$ cat src/hdl/irsc_pkg.sv
`timescale 1ns / 1ps
`default_nettype none

package irsc_pkg;

    localparam int REF_DEPTH_DEF  = 65536;
    localparam int MAX_ALLELE_DEF = 64;

    localparam logic [1:0] REQ_LOAD_REF = 2'd0;
    localparam logic [1:0] REQ_LOAD_ALT = 2'd1;
    localparam logic [1:0] REQ_QUERY    = 2'd2;

    localparam logic [1:0] KIND_DEL  = 2'd0;
    localparam logic [1:0] KIND_INS  = 2'd1;
    localparam logic [1:0] KIND_CPLX = 2'd2;

    localparam logic REG_REF_LENGTH = 1'b0;

    localparam logic [15:0] SHIFT_MAX = 16'hFFFF;

    typedef struct packed {
        logic [15:0] pos;
        logic [6:0]  ref_len;
        logic [6:0]  alt_len;
    } query_t;

    typedef struct packed {
        logic        sat;
        logic [6:0]  alt_len;
        logic [6:0]  ref_len;
        logic [1:0]  kind;
        logic [15:0] shift;
    } result_t;

endpackage

`default_nettype wire

$ cat src/hdl/irsc_walker.sv
`timescale 1ns / 1ps
`default_nettype none

module irsc_walker #(
    parameter int REF_DEPTH  = irsc_pkg::REF_DEPTH_DEF,
    parameter int MAX_ALLELE = irsc_pkg::MAX_ALLELE_DEF,
    parameter int AW         = $clog2(irsc_pkg::REF_DEPTH_DEF),
    parameter int AAW        = $clog2(irsc_pkg::MAX_ALLELE_DEF)
) (
    input  wire logic               aclk,
    input  wire logic               aresetn,
    input  wire logic               start,
    input  wire irsc_pkg::query_t   query,
    input  wire logic [16:0]        ref_length,
    output logic                    idle,
    output logic      [AW-1:0]      ref_a_addr,
    output logic      [AW-1:0]      ref_b_addr,
    output logic      [AAW-1:0]     alt_addr,
    input  wire logic [7:0]         ref_a_data,
    input  wire logic [7:0]         ref_b_data,
    input  wire logic [7:0]         alt_data,
    input  wire logic               res_ready,
    output logic                    res_valid,
    output irsc_pkg::result_t       res
);

    localparam int PTR_W = ((AW > 17) ? AW : 17) + 1;

    typedef enum logic [1:0] {
        ST_IDLE,
        ST_INS,
        ST_SELF,
        ST_OUT
    } state_t;

    state_t              state_reg, state_next;
    irsc_pkg::query_t    q_reg, q_next;
    logic [1:0]          kind_reg, kind_next;
    logic [PTR_W-1:0]    len_reg, len_next;
    logic [PTR_W-1:0]    pa_reg, pa_next;
    logic [PTR_W-1:0]    pb_reg, pb_next;
    logic [6:0]          ii_reg, ii_next;
    logic                pend_reg, pend_next;
    logic [15:0]         count_reg, count_next;
    logic                res_valid_reg, res_valid_next;
    irsc_pkg::result_t   res_reg, res_next;

    logic [PTR_W-1:0] cfg_len;
    logic [PTR_W-1:0] depth_c;
    logic [15:0]      count_inc;
    logic             ins_go;
    logic             self_go;

    assign depth_c   = PTR_W'(REF_DEPTH);
    assign cfg_len   = PTR_W'(ref_length);
    assign count_inc = (count_reg == irsc_pkg::SHIFT_MAX) ? count_reg : count_reg + 16'd1;

    assign ins_go  = (ii_reg < q_reg.alt_len) && (pb_reg < len_reg)
                   && (32'(ii_reg) < 32'(MAX_ALLELE));
    assign self_go = (pa_reg < len_reg) && (pb_reg < len_reg);

    assign ref_a_addr = pa_reg[AW-1:0];
    assign ref_b_addr = pb_reg[AW-1:0];
    assign alt_addr   = AAW'(ii_reg);

    assign idle      = (state_reg == ST_IDLE);
    assign res_valid = res_valid_reg;
    assign res       = res_reg;

    always_comb begin
        state_next     = state_reg;
        q_next         = q_reg;
        kind_next      = kind_reg;
        len_next       = len_reg;
        pa_next        = pa_reg;
        pb_next        = pb_reg;
        ii_next        = ii_reg;
        pend_next      = 1'b0;
        count_next     = count_reg;
        res_valid_next = res_valid_reg;
        res_next       = res_reg;

        if (res_valid_reg && res_ready) begin
            res_valid_next = 1'b0;
        end

        case (state_reg)
            ST_IDLE: begin
                if (start) begin
                    q_next     = query;
                    count_next = 16'd0;
                    ii_next    = 7'd1;
                    len_next   = (cfg_len > depth_c) ? depth_c : cfg_len;
                    if ((query.ref_len > query.alt_len) && (query.alt_len == 7'd1)) begin
                        kind_next  = irsc_pkg::KIND_DEL;
                        pa_next    = PTR_W'(query.pos);
                        pb_next    = PTR_W'(query.pos) + PTR_W'(query.ref_len) - PTR_W'(1);
                        state_next = ST_SELF;
                    end else if ((query.ref_len == 7'd1) && (query.alt_len > 7'd1)) begin
                        kind_next  = irsc_pkg::KIND_INS;
                        pb_next    = PTR_W'(query.pos) + PTR_W'(1);
                        state_next = ST_INS;
                    end else begin
                        kind_next  = irsc_pkg::KIND_CPLX;
                        state_next = ST_OUT;
                    end
                end
            end
            ST_INS: begin
                if (pend_reg && (alt_data != ref_b_data)) begin
                    state_next = ST_OUT;
                end else begin
                    if (pend_reg) begin
                        count_next = count_inc;
                    end
                    if (ins_go) begin
                        pb_next   = pb_reg + PTR_W'(1);
                        ii_next   = ii_reg + 7'd1;
                        pend_next = 1'b1;
                    end else if (ii_reg == q_reg.alt_len) begin
                        // every inserted base matched: carry on along the reference
                        pa_next    = PTR_W'(q_reg.pos);
                        pb_next    = PTR_W'(q_reg.pos) + PTR_W'(q_reg.alt_len) - PTR_W'(1);
                        state_next = ST_SELF;
                    end else begin
                        state_next = ST_OUT;
                    end
                end
            end
            ST_SELF: begin
                if (pend_reg && (ref_a_data != ref_b_data)) begin
                    state_next = ST_OUT;
                end else begin
                    if (pend_reg) begin
                        count_next = count_inc;
                    end
                    if (self_go) begin
                        pa_next   = pa_reg + PTR_W'(1);
                        pb_next   = pb_reg + PTR_W'(1);
                        pend_next = 1'b1;
                    end else begin
                        state_next = ST_OUT;
                    end
                end
            end
            ST_OUT: begin
                if (!res_valid_reg || res_ready) begin
                    res_valid_next   = 1'b1;
                    res_next.shift   = count_reg;
                    res_next.kind    = kind_reg;
                    res_next.ref_len = q_reg.ref_len;
                    res_next.alt_len = q_reg.alt_len;
                    res_next.sat     = (count_reg == irsc_pkg::SHIFT_MAX);
                    state_next       = ST_IDLE;
                end
            end
            default: begin
                state_next = ST_IDLE;
            end
        endcase
    end

    always_ff @(posedge aclk) begin
        if (!aresetn) begin
            state_reg     <= ST_IDLE;
            pend_reg      <= 1'b0;
            res_valid_reg <= 1'b0;
        end else begin
            state_reg     <= state_next;
            pend_reg      <= pend_next;
            res_valid_reg <= res_valid_next;
        end
        q_reg     <= q_next;
        kind_reg  <= kind_next;
        len_reg   <= len_next;
        pa_reg    <= pa_next;
        pb_reg    <= pb_next;
        ii_reg    <= ii_next;
        count_reg <= count_next;
        res_reg   <= res_next;
    end

endmodule

`default_nettype wire

$ cat config.mk
export PLATFORM = sky130hd
export DESIGN_NAME = irsc_walker
export DESIGN_NICKNAME = d
export VERILOG_FILES = /design/src/hdl/irsc_pkg.sv /design/src/hdl/irsc_walker.sv
export SDC_FILE = /design/constraint.sdc
export NUM_CORES = 1
export LEC_CHECK = 0
export BUFFER_PORTS_ARGS = -buffer_cell sky130_fd_sc_hd__buf_2
export CAP_MARGIN = 20
export CORE_MARGIN = 1
export CORE_UTILIZATION = 55
export DETAILED_ROUTE_END_ITERATION = 6
export PLACE_DENSITY = 0.77
export SYNTH_ARGS = -nofsm -noshare
export SYNTH_HDL_FRONTEND = slang
export SYNTH_SLANG_ARGS = --single-unit
$ cat constraint.sdc
create_clock -name aclk -period 17.05 [get_ports aclk]
set_clock_uncertainty 0.05 [all_clocks]
set_input_delay 3.41 -clock aclk [delete_from_list [all_inputs] [get_ports aclk]]
set_output_delay 3.41 -clock aclk [all_outputs]
set_load 0.02 [all_outputs]
==> metrics.yaml, run 1 <==
p_per_area_nw_per_um2: 171
tightest_slew_ps: 888
grt_pass1_vias: 7688
wl_per_cell_um: 18.0
yosysSeqAreaShare_pct: 41.7
drv_cap: 0
synth.avg_cell_area_sq_um: 10.1
fp.dieH_um: 139
synth_warnings: 0
ys.flop_type: "edfxtp_1"
syn_nets: 1217
cp_cell_sequence: "buf_2, inv_1, ha_1, inv_1, ha_1, inv_1, fa_1, nor2b_1, o2111ai_1, a31oi_1, a31oi_1, o21ai_0, xnor2_1, nand2_1, o311ai_0"
area_growth_pct: 12.5
die_area_sq_um: 19400
grt_max_degree: 62
ys_top_cells_by_count: "141 x edfxtp_1, 119 x inv_1, 111 x ha_1, 67 x nand2_1"
cts_resized: 0
layout_min_cycle_time_ps: 6230
ys_seq_elements: 145
hold_viol: 0
holdWs_ps: 374
dpl.hpwl_um: 19100
cp_max_fo: 7
drt-total-wl_um: 25000
htree_levels: 4
cts.clk_slew.worst_paths_ps: 70
grt_pass1_wl_um: 39700
crit_buf_inv: 4
fill_cells: 1481
final_max_slew_viol_count: 0
drtIter0Drc: 682
initial_core_util_pct: 56.8
synth_edf_count: 141
critPathTopFamily: "compound AO/OA/AOI/OAI gates"
gp_congestion: 0.913
first_pass_iters: 7
cts_root_buf: "clkbuf_16"
ys_async_sr_fraction_pct: 0
cp-end-kind: "flip-flop"
netlist_area_sq_um: 10300
layout.nets: 1331
syn_inst: 1029
seq_area_sq_um: 4310
critPathLaunchType: "input port"
via_per_inst: 5.82
synthDistinctLibCells: 67
critPathKind: "in -> reg"
cts.sinks: 145
path_common_cell: "inv_1"
n_antenna_cell: 0
clockBufferDepth: 2
worst_skew_pair.late_latency_ps: 430
min_path_type: "reg -> reg"
die_w_um: 139
yosysTopAreaCellShare_pct: 40.9
arrival_ps: 6330
vias: 8055
max_freq_ghz: 0.161
worst_ep_required_time_ps: 17150
antenna_found_initial: 0
track_usage_pct: 26.4
power.leakage_nw: 5.00
port_buffers: 147
violations: "design-rule violations"
outcome: "finished with violations"
slowest_stage: "o21ai_0"
synth_most_common_cell: "edfxtp_1"
io_pins: 148
multi_input_area_sq_um: 5200
cpPeakStageDelay_ps: 420
finalCritPeriodShare_pct: 36.5
finalSetupViolations: 0
rsz0062_at_grt: "no"
ant_nets: 0
relSlewSlack_pct: 40.5
drcViolationCount: 20
core_area_sq_um: 18200
setup-tns-final_ps: 0
cts_setup_buffers: 0
largest_register_ff_count: 33
vdd_drop_max_mv: 0.118
holdBufCountCts: 0
rows: 49
cts_tree: "done"
cts-buffers-inserted: 17
drive_above_1_share_pct: 17.7
synth_top_cell_by_area: "edfxtp_1"
grt.overflow.total: 0
synthTopCellsByArea: "edfxtp_1 41%, ha_1 13%, xnor2_1 5.6%"
[layout by cell type (no fill, tap or decap), types with 9 or more instances in the layout]
master     synthesis  final
nand3_1           43     43
xnor2_1           66     66
a221oi_1          21     21
a21o_1            17     17
and2_1             9      9
a21oi_1           60     60
and3_1            13     13
buf_4             38      9
nand4_1           16     16
clkbuf_16          0     17
nand2_1           67     67
nor2b_1           29     28
nor3_1            16     15
ha_1             111    111
o21ai_0           24     24
inv_1            119    119
nor4_1            10     10
buf_2              3    147
xor2_1            36     36
edfxtp_1         141    141
nor2_1            66     65
[final cells by class]
cell class / count / area share, %
well taps: 229 / 2.46
flip-flops and latches: 145 / 37.1
multi-input cells: 702 / 44.6
clock inverters: 15 / 1.41
repair buffers: 156 / 6.90
inverters: 121 / 3.90
clock buffers: 17 / 3.65
[power breakdown]
group          leakage (nW)  switching [W]  internal (W)
clock                 0.287       0.000165      0.000208
sequential             1.37       0.000129      0.000571
combinational          3.34       0.000578      0.000335
total                  5.00       0.000872       0.00111
[kinds of logic after synthesis]
logic type / after synthesis / synth area share [%]
and+or+nand+nor: 294 / 14.4
AOI/OAI and AO/OA: 185 / 12.3
buffers and inverters: 182 / 8.39
DFF: 145 / 41.7
adders and majority gates: 113 / 13.8
xor gates and xnor gates: 102 / 8.63
muxes: 8 / 0.774
[path summary, 6_finish.rpt]
kind                             startpoint                   end  slack, ps  depth (start not counted)
setup / recovery                  query[15]  pb_reg[15]$_DFFE_PP_      10820                         15
hold / removal    kind_reg[1]$_SDFFCE_PN0P_     res[17]$_DFFE_PP_        370                          0
setup reg to reg       pb_reg[15]$_DFFE_PP_   pb_reg[3]$_DFFE_PP_      13300                          9
hold reg to reg   kind_reg[1]$_SDFFCE_PN0P_     res[17]$_DFFE_PP_        370                          0
[metrics by stage]
step	cells	power [W]	instance area, sq um	worst slack (ps)	util [%]
finish	1385	0.00199	11600	10820	63.9
global route	1385	0.00210	11600	10610	63.9
CTS	1385	0.00197	11600	10900	63.9
detailed placement	1353	0.00159	11100	10510	60.7
global placement	1353	0.00157	11100	10630	60.7
floorplan	1029	0.00137	10300	9000	-
[per-layer routing]
layer | up-vias | part of all wire, % | GRT usage (%)
met4 | 0 | 1.7 | 7.66
li1 | 3869 | - | -
met3 | 35 | 8.2 | 5.97
met1 | 3798 | 45 | 36.7
met2 | 353 | 45 | 41.2
met5 | - | 0 | 0
Note: power is estimated with default switching activity, not from simulation.
==> run 2, diff against run 1 <==
Settings changed: CORE_UTILIZATION 55 to 53, PLACE_DENSITY 0.77 to 0.78.
Clock period 17.05 ns to 5.4 ns, I/O delays scaled along.
==> run 2 against run 1 <==
Net effect: the run now ends clean; power grew to 3.1 times the previous value; core utilization decreased by 2.2 points; sequential share of layout area fell by 0.091 points; non-clock buffer count stayed put; via count is 0.70% lower; worst hold slack worse by 3.9 ps; critical path depth is the same; combinational power rose to 3.1 times the previous value; critical endpoint unchanged; largest cell class unchanged.
==> metrics.yaml, run 2 (synthesis results as in run 1) <==
outcome: "complete, no violations"  # was finished with violations
vdd_drop_max_mv: 0.277  # was 0.118 mV
worst_ep_required_time_ps: 5500  # was 17150 ps
grt.overflow.total: 0  # unchanged
rr_startpoint: "pb_reg[13]$_DFFE_PP_"  # was pb_reg[15]$_DFFE_PP_
power.leakage_nw: 5.00  # about the same
tightest_slew_ps: 820  # was 888 ps
initial_core_util_pct: 54.8  # was 56.8%
final_max_slew_viol_count: 0  # unchanged
cp-end-kind: "flip-flop"  # unchanged
cts.sinks: 145  # unchanged
min_path_type: "reg -> reg"  # unchanged
drive_above_1_share_pct: 17.7  # unchanged
cp_max_fo: 7  # unchanged
htree_levels: 4  # unchanged
hold_path_startpoint: "q_reg[13]$_DFFE_PP_"  # was kind_reg[1]$_SDFFCE_PN0P_
area_growth_pct: 12.8  # was 12.5%
io_pins: 148  # unchanged
largest_register_ff_count: 33  # unchanged
path_common_cell: "inv_1"  # unchanged
n_antenna_cell: 0  # unchanged
relSlewSlack_pct: 45.1  # was 40.5%
core_area_sq_um: 18900  # was 18200 sq um
die_w_um: 142  # was 139 um
power_w: 0.00619  # was 0.00199 W
max_freq_ghz: 0.275
final_common_cell: "buf_2"  # unchanged
cpPeakStageDelay_ps: 400  # was 420 ps
cts_tree: "done"  # unchanged
drcViolationCount: 0  # was 20
grt_pass1_wl_um: 39000  # was 39700 um
grt_max_degree: 62  # unchanged
wl_per_cell_um: 17.4  # was 18.0 um
final_area_sq_um: 11700  # was 11600 sq um
multi_input_area_sq_um: 5200  # about the same
gp_congestion: 0.938  # was 0.913
cts_setup_buffers: 0  # unchanged
clockBufferDepth: 2  # unchanged
die_area_sq_um: 20100  # was 19400 sq um
fill_cells: 1588  # was 1481
holdWs_ps: 370  # was 374 ps
vias: 7999  # was 8055
hold_viol: 0  # unchanged
drt-total-wl_um: 24600  # was 25000 um
slowest_stage: "fa_1"  # was o21ai_0
worst_skew_pair.late_latency_ps: 430  # about the same
dpl.hpwl_um: 19100  # about the same
cts.clk_slew.worst_paths_ps: 60  # was 70 ps
holdBufCountCts: 0  # unchanged
critPathKind: "in -> reg"  # unchanged
seq_area_sq_um: 4310  # unchanged
drv_cap: 0  # unchanged
port_buffers: 147  # unchanged
cts_root_buf: "clkbuf_16"  # unchanged
cts-buffers-inserted: 17  # unchanged
ant_nets: 0  # unchanged
p_per_area_nw_per_um2: 530  # was 171 nW/um^2
fp.dieH_um: 142  # was 139 um
antenna_found_initial: 0  # unchanged
arrival_ps: 3750  # was 6330 ps
cp_cell_sequence: "buf_2, inv_1, ha_1, inv_1, ha_1, inv_1, fa_1, nor2b_1, o2111ai_1, a31oi_1, a31oi_1, o21ai_0, xnor2_1, nand2_1, o311ai_0"  # unchanged
mostFrequentLayoutCells: "147 x buf_2, 141 x edfxtp_1, 119 x inv_1"  # unchanged
finalCritPeriodShare_pct: 67.4
setup.worst_path.start: "query[15]"  # unchanged
place_area_sq_um: 11100  # about the same
first_pass_iters: 5  # was 7
drtIter0Drc: 645  # was 682
via_per_inst: 5.65  # was 5.82
cts_resized: 0  # unchanged
layout.nets: 1331  # unchanged
track_usage_pct: 25.5  # was 26.4%
layout_min_cycle_time_ps: 3640
rsz0062_at_grt: "no"  # unchanged
rows: 50  # was 49
setup-tns-final_ps: 0  # unchanged
grt_pass1_vias: 7544  # was 7688
finalSetupViolations: 0  # unchanged
critPathLaunchType: "input port"  # unchanged
-- run 2: cell count changes in the layout (fill, tap and decap cells not counted), sizes merged --
cell,before,now
clkinv,5,4
clkinvlp,1,3
inv,129,128
-- run 2: area by class of cell --
class | count | area share, %
clock inverters | 15 | 1.24
flip-flops and latches | 145 | 37.0
well taps | 260 | 2.79
clock buffers | 17 | 3.64
repair buffers | 156 | 6.88
inverters | 121 | 3.89
multi-input cells | 702 | 44.6
-- run 2: worst max-delay path, delay by kind of cell --
| family | cells | cell delay [ps] |
|---|---|---|
| AND/OR/NAND/NOR | 2 | 260 |
| buffers and inverters | 4 | 360 |
| adder cells (fa/ha/maj) | 3 | 820 |
| XOR/XNOR | 1 | 110 |
| AO/OA/AOI/OAI | 5 | 1100 |
-- run 2: final timing paths --
check | end | slack, ps | cells past startpoint
hold / removal | res[24]$_DFFE_PP_ | 370 | 0
setup / recovery | pb_reg[15]$_DFFE_PP_ | 1760 | 15
setup reg to reg | pb_reg[1]$_DFFE_PP_ | 1760 | 9
hold reg to reg | res[24]$_DFFE_PP_ | 370 | 0
-- run 2: report_power, final --
| part | switching, W | leakage (nW) | total (W) | internal [W] |
|---|---|---|---|---|
| Sequential | 0.000430 | 1.37 | 0.00223 | 0.00180 |
| Clock | 0.000498 | 0.273 | 0.00114 | 0.000646 |
| Combinational | 0.00175 | 3.35 | 0.00281 | 0.00106 |
-- run 2: through the flow --
stage	setup WS [ps]	std cells	util, %
2_1_floorplan	519	1029	-
3_3_place_gp	1400	1384	58.8
3_5_place_dp	1330	1384	58.8
4_1_cts	1780	1416	61.8
5_1_grt	1470	1416	61.8
6_report	1760	1416	61.8
-- run 2: routing by layer --
layer	wire length (um)	track usage (%)	vias to the layer above
li1	-	-	3865
met1	11300	35.8	3781
met3	1980	4.02	23
met5	0	0	-
met2	11100	40.9	330
met4	271	7.02	0
